`config.mk`:
```
export PLATFORM = sky130hd
export DESIGN_NAME = spring_layout_derivative_accumulator
export DESIGN_NICKNAME = d
export VERILOG_FILES = /design/src/sldacc_pkg.sv /design/src/spring_layout_derivative_accumulator.sv
export VERILOG_INCLUDE_DIRS = /design/src /design/src/src
export SDC_FILE = /design/constraint.sdc
export NUM_CORES = 2
export LEC_CHECK = 0
export BUFFER_PORTS_ARGS = -buffer_cell sky130_fd_sc_hd__buf_4
export CORE_MARGIN = 3
export CORE_UTILIZATION = 55
export CTS_CLUSTER_DIAMETER = 80
export DETAILED_ROUTE_END_ITERATION = 8
export PLACE_DENSITY = 0.75
export SLEW_MARGIN = 10
export SYNTH_ARGS = -nofsm -noshare
export SYNTH_HDL_FRONTEND = slang
export SYNTH_SLANG_ARGS = --single-unit
```
`constraint.sdc`:
```
create_clock -name clk -period 7.8 [get_ports clk]
set_clock_uncertainty 0.05 [all_clocks]
set_input_delay 0.78 -clock clk [delete_from_list [all_inputs] [get_ports clk]]
set_output_delay 0.78 -clock clk [all_outputs]
set_load 0.05 [all_outputs]
```
`src/spring_layout_derivative_accumulator_assert.svh`:
```
// assertion macros for the spring layout derivative accumulator
`ifndef SPRING_LAYOUT_DERIVATIVE_ACCUMULATOR_ASSERT_SVH
`define SPRING_LAYOUT_DERIVATIVE_ACCUMULATOR_ASSERT_SVH

// same-cycle implication, checked out of reset
`define SLD_ASSERT_NOW(label, ante, cons, msg) \
	label: assert property (@(posedge clk) disable iff (!arst_n) (ante) |-> (cons)) \
		else $error(msg);

// next-cycle implication, checked out of reset
`define SLD_ASSERT_NEXT(label, ante, cons, msg) \
	label: assert property (@(posedge clk) disable iff (!arst_n) (ante) |=> (cons)) \
		else $error(msg);

`endif

```
`src/sldacc_pkg.sv`:
```
// shared widths, types and saturation helpers of the derivative accumulator
package sldacc_pkg;

	localparam int COORD_W = 32;
	localparam int PARAM_W = 32;
	localparam int SUM_W   = 48;
	localparam int DIFF_W  = COORD_W + 1;
	localparam int ROOT_W  = 34;
	localparam int SQ_W    = 2 * DIFF_W;
	localparam int RAD_W   = SQ_W + 1;
	localparam int WIDE_W  = 98;
	localparam int ADD_W   = WIDE_W + 2;
	localparam int Q_W     = 33;
	localparam int KL_W    = 2 * PARAM_W;
	localparam int FRAC_W  = 16;
	localparam int CNT_W   = 7;

	localparam int MUL_STEPS  = ROOT_W;
	localparam int DIV_STEPS  = WIDE_W;
	localparam int SQRT_STEPS = ROOT_W;

	typedef logic signed [SUM_W-1:0] sum_t;
	typedef logic [WIDE_W-1:0] wide_t;

	localparam sum_t SUM_MAX = {1'b0, {(SUM_W-1){1'b1}}};
	localparam sum_t SUM_MIN = {1'b1, {(SUM_W-1){1'b0}}};

	// signed value from sign and magnitude, clipped to the sum range
	function automatic sum_t sat_mag(input logic neg, input wide_t mag);
		sum_t res;
		if (|mag[WIDE_W-1:SUM_W-1]) begin
			res = neg ? SUM_MIN : SUM_MAX;
		end else if (neg) begin
			res = sum_t'(-mag[SUM_W-1:0]);
		end else begin
			res = sum_t'(mag[SUM_W-1:0]);
		end
		return res;
	endfunction

	// saturating add in the sum range
	function automatic sum_t sat_add(input sum_t a, input sum_t b);
		logic [SUM_W:0] s;
		sum_t res;
		s = {a[SUM_W-1], a} + {b[SUM_W-1], b};
		if (s[SUM_W] != s[SUM_W-1]) begin
			res = s[SUM_W] ? SUM_MIN : SUM_MAX;
		end else begin
			res = sum_t'(s[SUM_W-1:0]);
		end
		return res;
	endfunction

endpackage

```
`src/spring_layout_derivative_accumulator.sv`:
```
// spring layout energy gradient and hessian accumulator, one vertex pair per item
//
// Each item is one pair: the moving vertex, another vertex, the spring strength and
// rest length. The pair's gradient (x, y) and hessian (xx, yy, xy) terms are added
// to five saturating Q31.16 sums; the item flagged last releases the five sums as a
// result and clears them. All arithmetic runs on one shared 100-bit add/subtract
// unit: a shift-add multiply, a restoring divide and a square root take turns on
// it. A pair at nonzero distance needs 11 multiplies, 8 divides and one root,
// and the next item is taken only once all of them are done; a pair at zero
// distance skips the arithmetic. item_ready is high only while the block
// waits for a pair; the result sits in an output register, so a new pair is taken
// while it waits, and only a following last pair stalls until it has been taken.
module spring_layout_derivative_accumulator (
	input  logic                                  clk,
	input  logic                                  arst_n,
	input  logic                                  item_valid,
	output logic                                  item_ready,
	input  logic signed [sldacc_pkg::COORD_W-1:0] own_x,
	input  logic signed [sldacc_pkg::COORD_W-1:0] own_y,
	input  logic signed [sldacc_pkg::COORD_W-1:0] other_x,
	input  logic signed [sldacc_pkg::COORD_W-1:0] other_y,
	input  logic        [sldacc_pkg::PARAM_W-1:0] spring_k,
	input  logic        [sldacc_pkg::PARAM_W-1:0] rest_len,
	input  logic                                  last,
	output logic                                  result_valid,
	input  logic                                  result_ready,
	output logic signed [sldacc_pkg::SUM_W-1:0]   grad_x,
	output logic signed [sldacc_pkg::SUM_W-1:0]   grad_y,
	output logic signed [sldacc_pkg::SUM_W-1:0]   hess_xx,
	output logic signed [sldacc_pkg::SUM_W-1:0]   hess_yy,
	output logic signed [sldacc_pkg::SUM_W-1:0]   hess_xy
);
	import sldacc_pkg::*;

	typedef enum logic [1:0] {OP_MUL, OP_DIV, OP_SQRT} op_t;
	typedef enum logic [1:0] {PH_LOAD, PH_RUN, PH_STORE} phase_t;
	typedef enum logic [4:0] {
		ST_IDLE, ST_X2, ST_Y2, ST_XY, ST_ROOT, ST_KL, ST_KAX, ST_KAY,
		ST_NUMX, ST_GX, ST_NUMY, ST_GY, ST_QX, ST_MYY, ST_HYY, ST_QY,
		ST_MXX, ST_HXX, ST_QXY, ST_MXY, ST_HXY, ST_DONE
	} step_t;

	step_t  step_q;
	phase_t phase_q;
	op_t    e_op_q;

	// latched pair
	logic [DIFF_W-1:0]  ax_q, ay_q;
	logic               negx_q, negy_q, last_q;
	logic [PARAM_W-1:0] k_q, l_q;

	// intermediate values
	logic [SQ_W-1:0]   x2_q, y2_q, xy_q;
	logic [RAD_W-1:0]  s_q;
	logic [ROOT_W-1:0] d_q, dl_q;
	logic              short_q;
	logic [KL_W-1:0]   kl_q, kax_q, kay_q;
	wide_t             num_q;
	logic [Q_W-1:0]    q_q;

	// shared unit registers
	wide_t             e_a_q, e_r_q;
	logic [RAD_W-1:0]  e_b_q;
	logic [CNT_W-1:0]  e_cnt_q;

	sum_t acc_gx_q, acc_gy_q, acc_hxx_q, acc_hyy_q, acc_hxy_q;
	sum_t out_gx_q, out_gy_q, out_hxx_q, out_hyy_q, out_hxy_q;
	logic out_valid_q;

	// input differences as sign and magnitude
	logic signed [DIFF_W-1:0] dx, dy;
	logic [DIFF_W-1:0]        mag_x, mag_y;
	assign dx    = {own_x[COORD_W-1], own_x} - {other_x[COORD_W-1], other_x};
	assign dy    = {own_y[COORD_W-1], own_y} - {other_y[COORD_W-1], other_y};
	assign mag_x = dx[DIFF_W-1] ? DIFF_W'(-dx) : DIFF_W'(dx);
	assign mag_y = dy[DIFF_W-1] ? DIFF_W'(-dy) : DIFF_W'(dy);

	assign item_ready = (step_q == ST_IDLE);

	// operand selection for the step being loaded
	op_t              ld_op;
	wide_t            ld_a;
	logic [RAD_W-1:0] ld_b;
	always_comb begin
		ld_op = OP_MUL;
		ld_a  = '0;
		ld_b  = '0;
		unique case (step_q)
			ST_X2:   begin ld_a = WIDE_W'(ax_q); ld_b = RAD_W'(ax_q); end
			ST_Y2:   begin ld_a = WIDE_W'(ay_q); ld_b = RAD_W'(ay_q); end
			ST_XY:   begin ld_a = WIDE_W'(ax_q); ld_b = RAD_W'(ay_q); end
			ST_ROOT: begin ld_op = OP_SQRT; ld_a = WIDE_W'(s_q); end
			ST_KL:   begin ld_a = WIDE_W'(k_q); ld_b = RAD_W'(l_q); end
			ST_KAX:  begin ld_a = WIDE_W'(k_q); ld_b = RAD_W'(ax_q); end
			ST_KAY:  begin ld_a = WIDE_W'(k_q); ld_b = RAD_W'(ay_q); end
			ST_NUMX: begin ld_a = WIDE_W'(kax_q); ld_b = RAD_W'(dl_q); end
			ST_NUMY: begin ld_a = WIDE_W'(kay_q); ld_b = RAD_W'(dl_q); end
			ST_MYY, ST_MXX, ST_MXY: begin
				ld_a = WIDE_W'(kl_q); ld_b = RAD_W'(q_q);
			end
			ST_GX, ST_GY, ST_HYY, ST_HXX, ST_HXY: begin
				ld_op = OP_DIV; ld_a = num_q; ld_b = RAD_W'(d_q);
			end
			ST_QX:   begin ld_op = OP_DIV; ld_a = {x2_q, 32'd0}; ld_b = s_q; end
			ST_QY:   begin ld_op = OP_DIV; ld_a = {y2_q, 32'd0}; ld_b = s_q; end
			ST_QXY:  begin ld_op = OP_DIV; ld_a = {xy_q, 32'd0}; ld_b = s_q; end
			default: begin ld_op = OP_MUL; end
		endcase
	end

	// shared add/subtract unit
	logic [ADD_W-1:0] add_x, add_y, add_sum;
	logic             add_sub, borrow;
	always_comb begin
		unique case (e_op_q)
			OP_DIV: begin
				add_x   = ADD_W'({e_r_q[RAD_W-1:0], e_a_q[WIDE_W-1]});
				add_y   = ADD_W'(e_b_q);
				add_sub = 1'b1;
			end
			OP_SQRT: begin
				add_x   = ADD_W'({e_r_q[ROOT_W:0], e_a_q[RAD_W:RAD_W-1]});
				add_y   = ADD_W'({e_b_q[ROOT_W-1:0], 2'b01});
				add_sub = 1'b1;
			end
			default: begin
				add_x   = ADD_W'(e_r_q);
				add_y   = ADD_W'(e_a_q);
				add_sub = 1'b0;
			end
		endcase
		add_sum = add_x + (add_y ^ {ADD_W{add_sub}}) + ADD_W'(add_sub);
		borrow  = add_sum[ADD_W-1];
	end

	// root compared against rest length
	logic [ROOT_W-1:0] root, len_ext;
	logic              root_short;
	assign root       = e_b_q[ROOT_W-1:0];
	assign len_ext    = ROOT_W'(l_q);
	assign root_short = root < len_ext;

	// term of a diagonal hessian entry: k minus the scaled quotient
	logic [SQ_W-1:0] diag_t;
	sum_t            diag_term;
	always_comb begin
		diag_t = e_a_q[WIDE_W-1:32];
		if (diag_t <= SQ_W'(k_q)) begin
			diag_term = sum_t'(SQ_W'(k_q) - diag_t);
		end else begin
			diag_term = sat_mag(1'b1, WIDE_W'(diag_t - SQ_W'(k_q)));
		end
	end

	// gradient sign follows the axis of the step
	sum_t gterm, hxy_term;
	assign gterm    = sat_mag(((step_q == ST_GY) ? negy_q : negx_q) ^ short_q,
		e_a_q >> FRAC_W);
	assign hxy_term = sat_mag(negx_q ^ negy_q, e_a_q >> 32);

	// sequencer, shared unit and accumulators
	always_ff @(posedge clk or negedge arst_n) begin
		if (!arst_n) begin
			step_q <= ST_IDLE; phase_q <= PH_LOAD; e_op_q <= OP_MUL;
			ax_q <= '0; ay_q <= '0; negx_q <= 1'b0; negy_q <= 1'b0; last_q <= 1'b0;
			k_q <= '0; l_q <= '0;
			x2_q <= '0; y2_q <= '0; xy_q <= '0; s_q <= '0; d_q <= '0; dl_q <= '0;
			short_q <= 1'b0; kl_q <= '0; kax_q <= '0; kay_q <= '0; num_q <= '0; q_q <= '0;
			e_a_q <= '0; e_r_q <= '0; e_b_q <= '0; e_cnt_q <= '0;
			acc_gx_q <= '0; acc_gy_q <= '0; acc_hxx_q <= '0; acc_hyy_q <= '0;
			acc_hxy_q <= '0;
			out_gx_q <= '0; out_gy_q <= '0; out_hxx_q <= '0; out_hyy_q <= '0;
			out_hxy_q <= '0; out_valid_q <= 1'b0;
		end else begin
			if (out_valid_q && result_ready && !(step_q == ST_DONE && last_q)) begin
				out_valid_q <= 1'b0;
			end
			unique case (step_q)
				ST_IDLE: begin
					if (item_valid) begin
						ax_q <= mag_x; ay_q <= mag_y;
						negx_q <= dx[DIFF_W-1]; negy_q <= dy[DIFF_W-1];
						k_q <= spring_k; l_q <= rest_len; last_q <= last;
						phase_q <= PH_LOAD;
						step_q <= (dx == '0 && dy == '0) ? ST_DONE : ST_X2;
					end
				end
				ST_DONE: begin
					if (!last_q) begin
						step_q <= ST_IDLE;
					end else if (!out_valid_q || result_ready) begin
						out_gx_q <= acc_gx_q; out_gy_q <= acc_gy_q;
						out_hxx_q <= acc_hxx_q; out_hyy_q <= acc_hyy_q;
						out_hxy_q <= acc_hxy_q; out_valid_q <= 1'b1;
						acc_gx_q <= '0; acc_gy_q <= '0; acc_hxx_q <= '0;
						acc_hyy_q <= '0; acc_hxy_q <= '0;
						step_q <= ST_IDLE;
					end
				end
				default: begin
					unique case (phase_q)
						PH_LOAD: begin
							e_op_q <= ld_op; e_a_q <= ld_a; e_b_q <= ld_b; e_r_q <= '0;
							unique case (ld_op)
								OP_DIV:  e_cnt_q <= CNT_W'(DIV_STEPS - 1);
								OP_SQRT: e_cnt_q <= CNT_W'(SQRT_STEPS - 1);
								default: e_cnt_q <= CNT_W'(MUL_STEPS - 1);
							endcase
							phase_q <= PH_RUN;
						end
						PH_RUN: begin
							// one bit of multiply or divide, or one root digit
							unique case (e_op_q)
								OP_DIV: begin
									e_r_q <= borrow ? WIDE_W'(add_x[RAD_W:0])
										: WIDE_W'(add_sum[RAD_W:0]);
									e_a_q <= {e_a_q[WIDE_W-2:0], ~borrow};
								end
								OP_SQRT: begin
									e_r_q <= borrow ? WIDE_W'(add_x[ROOT_W+2:0])
										: WIDE_W'(add_sum[ROOT_W+2:0]);
									e_b_q <= {e_b_q[RAD_W-2:0], ~borrow};
									e_a_q <= e_a_q << 2;
								end
								default: begin
									if (e_b_q[0]) begin
										e_r_q <= add_sum[WIDE_W-1:0];
									end
									e_a_q <= e_a_q << 1;
									e_b_q <= e_b_q >> 1;
								end
							endcase
							if (e_cnt_q == '0) begin
								phase_q <= PH_STORE;
							end else begin
								e_cnt_q <= e_cnt_q - 1'b1;
							end
						end
						default: begin
							// take the result and move to the next step
							phase_q <= PH_LOAD;
							step_q  <= step_t'(step_q + 1'b1);
							unique case (step_q)
								ST_X2: x2_q <= e_r_q[SQ_W-1:0];
								ST_Y2: begin
									y2_q <= e_r_q[SQ_W-1:0];
									s_q  <= RAD_W'(x2_q) + RAD_W'(e_r_q[SQ_W-1:0]);
								end
								ST_XY: xy_q <= e_r_q[SQ_W-1:0];
								ST_ROOT: begin
									d_q     <= root;
									short_q <= root_short;
									dl_q    <= root_short ? len_ext - root : root - len_ext;
								end
								ST_KL:  kl_q  <= e_r_q[KL_W-1:0];
								ST_KAX: kax_q <= e_r_q[KL_W-1:0];
								ST_KAY: kay_q <= e_r_q[KL_W-1:0];
								ST_GX:  acc_gx_q <= sat_add(acc_gx_q, gterm);
								ST_GY:  acc_gy_q <= sat_add(acc_gy_q, gterm);
								ST_QX, ST_QY, ST_QXY: q_q <= e_a_q[Q_W-1:0];
								ST_HYY: acc_hyy_q <= sat_add(acc_hyy_q, diag_term);
								ST_HXX: acc_hxx_q <= sat_add(acc_hxx_q, diag_term);
								ST_HXY: acc_hxy_q <= sat_add(acc_hxy_q, hxy_term);
								default: num_q <= e_r_q;
							endcase
						end
					endcase
				end
			endcase
		end
	end

	assign result_valid = out_valid_q;
	assign grad_x  = out_gx_q;
	assign grad_y  = out_gy_q;
	assign hess_xx = out_hxx_q;
	assign hess_yy = out_hyy_q;
	assign hess_xy = out_hxy_q;

	`include "spring_layout_derivative_accumulator_assert.svh"

	`SLD_ASSERT_NEXT(a_busy_after_accept, item_valid && item_ready, !item_ready, "ready after accept")
	`SLD_ASSERT_NOW(a_cleared_on_result, $rose(result_valid), acc_gx_q == '0 && acc_hxy_q == '0, "sums kept after result")
	`SLD_ASSERT_NOW(a_root_nonzero, step_q == ST_GX && phase_q == PH_LOAD, d_q != '0, "zero distance root")

endmodule
```
==> results.txt <==
----------------------------------------------------
[Outcome]
  Outcome ... finished, violations left
  Violations in the final reports ... design-rule violations, negative setup slack

[Timing]
  Clock period minus worst slack ... 7.93 ns
  Max Freq ... 126 MHz
  Unrepaired setup endpoints after global routing ... yes
  Crit share post-route ... 102%
  Relative slew slack ... 3.16%
  Worst-case setup margin in the final layout ... -0.135 ns
  Slew at the pin closest to its max-slew limit ... 1.45 ns
  Total count of max-transition violations in the final report ... 0
  Count of final setup violators ... 93
  Fin. Hold Viols ... 0

[Worst setup path]
  Levels on crit path ... 32
  Largest fanout on the critical path ... 8
  CP Buf/Inv Count ... 8
  Required @ worst endpoint ... 8.50 ns
  Startpoint-to-endpoint class of the critical path ... reg2reg
  Cell depth of the worst flop-to-flop path ... 32
  CP startpoint kind ... flop
  Worst Path Arrival ... 8.64 ns
  Most repeated library cell on the critical path ... sky130_fd_sc_hd__buf_4
  CP Capture Type ... flop
  Slowest cell on crit path ... sky130_fd_sc_hd__or4_4
  Delay-heaviest family, CP ... simple AND/OR/NAND/NOR gates
  Register-to-register setup slack ... -0.13 ns
  CP peak stage delay ... 0.54 ns

[Global routing]
  Vias in the first global route ... 99900
  Initial antenna violation count ... 27
  GR met1 Demand/Resource ... 54.3%
  GR met3 Demand/Resource ... 11.8%
  Global routing usage on met2 ... 63.0%
  Total global-route track usage ... 41.6%
  Routing layer with the top usage in global route ... met2
  Maximum number of pins on one net before global-route repair ... 173
  GR Overflow Total ... 0
  Global-route wire length before repair ... 633000 microns

[CTS]
  Total clock buffers created by CTS ... 172
  Clk sinks ... 1550
  Buffers from clock root to sink, at most ... 3
  Clock Tree Root ... sky130_fd_sc_hd__clkbuf_16
  CTS tree ... done
  Clk pin slew, worst setup/hold paths ... 0.06 ns
  CTS HTree Levels ... 4
  Worst skew pair latency ... 0.87 ns

[Detailed routing]
  Number of iterations in the first detailed-routing pass ... 9
  Remaining number of nets flagged by the antenna check after routing ... 0
  DRC errors left ... 18
  Total Wirelength ... 429000 microns
  Routed wire length per instance ... 27.6 microns
  Number of DRC markers after the initial detailed-route iteration ... 12700
  Vias ... 104000
  Avg Vias per Cell ... 6.68

[Placement]
  Post-detail-place hpwl ... 321000 microns
  Final GP Congestion ... 1.03
  Post-Place Cells ... 15100
  IO buf count ... 438
  Worst setup timing slack at the placement stage ... -1.03 ns

[Logic synthesis]
  Register area share after synthesis ... 36.4%
  Distinct cell type count of the synthesized netlist ... 86
  Post-synthesis net count ... 12800
  Gate Count Post-Synth ... 12000
  Most used flip-flop cell after synthesis ... sky130_fd_sc_hd__dfrtp_1
  Most instantiated cells after synthesis ... 1550 x sky130_fd_sc_hd__dfrtp_1, 1183 x sky130_fd_sc_hd__nand2_1, 1088 x sky130_fd_sc_hd__o21ai_0
  Yosys top cell by area ... sky130_fd_sc_hd__dfrtp_1
  Count of warnings emitted by yosys ... 0
  Post-synthesis area per instance ... 8.91 sq um
  Synth top area share ... 36.4%
  Asr flop ratio synth ... 100%
  Most numerous cell in the Yosys netlist ... sky130_fd_sc_hd__dfrtp_1
  Dominant cells by area after synthesis ... sky130_fd_sc_hd__dfrtp_1 36%, sky130_fd_sc_hd__mux2_2 7.6%, sky130_fd_sc_hd__ha_1 7.3%
  Synth Register Bits ... 1550
  Number of flops mapped to enable cells by yosys ... 0
  Cell area after technology mapping ... 107000 sq um

[Power and ir drop]
  Overall Power ... 50.2 mW
  IR Drop Worst-Case VDD ... 1.16 mV
  Static power due to leakage ... 60.7 nW
  Power density normalized to cell area ... 396 nW/um^2

[Min path]
  Worst hold path type ... in2reg
  WHS Path Cells ... 3

[Final layout]
  Share of cells above drive strength 1 ... 22.2%
  Net total in the final layout ... 13700
  Layout overhead on the synthesized area ... 19.1%
  Count of non-filler cells in the finished layout ... 15500

[Floorplanning]
  Width of the die ... 446 microns
  Die Outline Area ... 199000 sq um
  Height of the die ... 446 microns
  Initial standard-cell utilization of the core ... 55.7%
  Standard-cell row count ... 160
  Placeable core area ... 191000 sq um
  # IOs ... 439

[Run]
  Maximum capacitance violations ... 0

----------------------------------------------------
==> worst register-to-register path, delay by kind of cell, from the launching register on <==
kind,cells,cell delay (ns)
adder cells (fa/ha/maj),1,0.13
AND/OR/NAND/NOR,13,3.97
flip-flops,1,0.37
AO/OA/AOI/OAI,9,1.67
buffers and inverters,8,1.27
multiplexers,1,0.34
==> logic make-up (layout without fill, tap and decap cells) <==
logic type / count (synthesis) / after routing / synth area share (%)
AO/OA/AOI/OAI: 4111 / 4111 / 25.1
AND/OR/NAND/NOR: 2976 / 2976 / 12.9
flip-flops: 1550 / 1550 / 36.4
buffers and inverters: 1227 / 2283 / 4.35
multiplexers: 825 / 825 / 8.59
XOR/XNOR: 639 / 639 / 5.25
adder cells (fa/ha/maj): 632 / 632 / 7.51
other: 0 / 11 / 0
==> power breakdown <==
group / total [mW] / leakage (nW) / switching [mW] / internal, mW
clock: 8.49 / 2.84 / 3.64 / 4.85
sequential: 10.1 / 20.4 / 1.28 / 8.79
combinational: 31.7 / 37.5 / 18.8 / 12.9
total: 50.2 / 60.7 / 23.7 / 26.5
==> final cells by class <==
class	instances	area [sq um]
Fill cell	15200	64400
Inverter	422	1590
Sequential cell	1550	38800
Clock inverter	71	1080
Multi-Input combinational cell	9183	65000
Timing Repair Buffer	1558	12500
Tap cell	2511	3140
Clock buffer	232	4780
Antenna cell	11	27.5
==> flip-flops by register name, indices dropped and copies added, names as in the netlist, 48 cells and up <==
register and count:
e_a_q 98, e_r_q 98, num_q 98, e_b_q 67, s_q 67, x2_q 66, xy_q 66, y2_q 66
kax_q 64, kay_q 64, kl_q 64, acc_gx_q 48, acc_gy_q 48, acc_hxx_q 48, acc_hxy_q 48, acc_hyy_q 48
grad_x 48, grad_y 48, hess_xx 48, hess_xy 48, hess_yy 48
==> metal layers <==
layer,up-vias,routed length (microns)
met5,-,115
met4,18,26600
met3,1209,48600
met2,5943,186000
met1,50900,167000
li1,45700,-
==> worst paths after layout <==
path,start,end
max,e_a_q[74],acc_hyy_q[42]
min,rest_len[12],l_q[12]
max reg2reg,e_a_q[74],acc_hyy_q[42]
min reg2reg,d_q[5],d_q[5]
max in group asynchronous,arst_n,e_r_q[1]
min in group asynchronous,arst_n,ax_q[24]
==> cells in the final DEF, fill, tap and decap left out, types with 79 or more instances in the layout <==
master and n:
sky130_fd_sc_hd__dfrtp_1 1550, sky130_fd_sc_hd__buf_4 1482, sky130_fd_sc_hd__nand2_1 1174, sky130_fd_sc_hd__o21ai_0 982, sky130_fd_sc_hd__a21oi_1 876, sky130_fd_sc_hd__mux2_2 719
sky130_fd_sc_hd__nor2_1 657, sky130_fd_sc_hd__ha_1 602, sky130_fd_sc_hd__a22oi_1 447, sky130_fd_sc_hd__inv_1 418, sky130_fd_sc_hd__a21o_1 389, sky130_fd_sc_hd__xnor2_1 383
sky130_fd_sc_hd__xor2_1 248, sky130_fd_sc_hd__nand3_1 231, sky130_fd_sc_hd__clkbuf_16 181, sky130_fd_sc_hd__nor3_1 134, sky130_fd_sc_hd__nand4_1 129, sky130_fd_sc_hd__a31oi_1 125
sky130_fd_sc_hd__a221o_1 123, sky130_fd_sc_hd__o21bai_1 122, sky130_fd_sc_hd__a221oi_1 121, sky130_fd_sc_hd__o21a_1 118, sky130_fd_sc_hd__nand2b_1 113, sky130_fd_sc_hd__mux2i_1 105
sky130_fd_sc_hd__nor2b_1 86, sky130_fd_sc_hd__o21ai_2 84, sky130_fd_sc_hd__o22ai_1 79
==> through the flow <==
stage                     util, %  hold WS [ns]  area, sq um  setup TNS [ns]
after floorplan                 -         0.395       107000               0
after global placement       62.0         0.411       119000          -82.96
after detailed placement     62.0         0.421       119000          -89.60
after CTS                    65.7        0.0248       126000          -19.98
after global routing         66.3        0.0552       127000          -33.89
final                        66.3        0.0589       127000           -7.46
==> repair_timing <==
action	CTS	global route
gates resized for setup	204	201
buffers inserted	41	25
gates cloned	9	11
setup endpoints to repair	100	237
pin swaps	79	132
hold buffers	1	0
endpoints found under the hold margin	100	0
No activity file was read; power rests on OpenSTA's default activity.
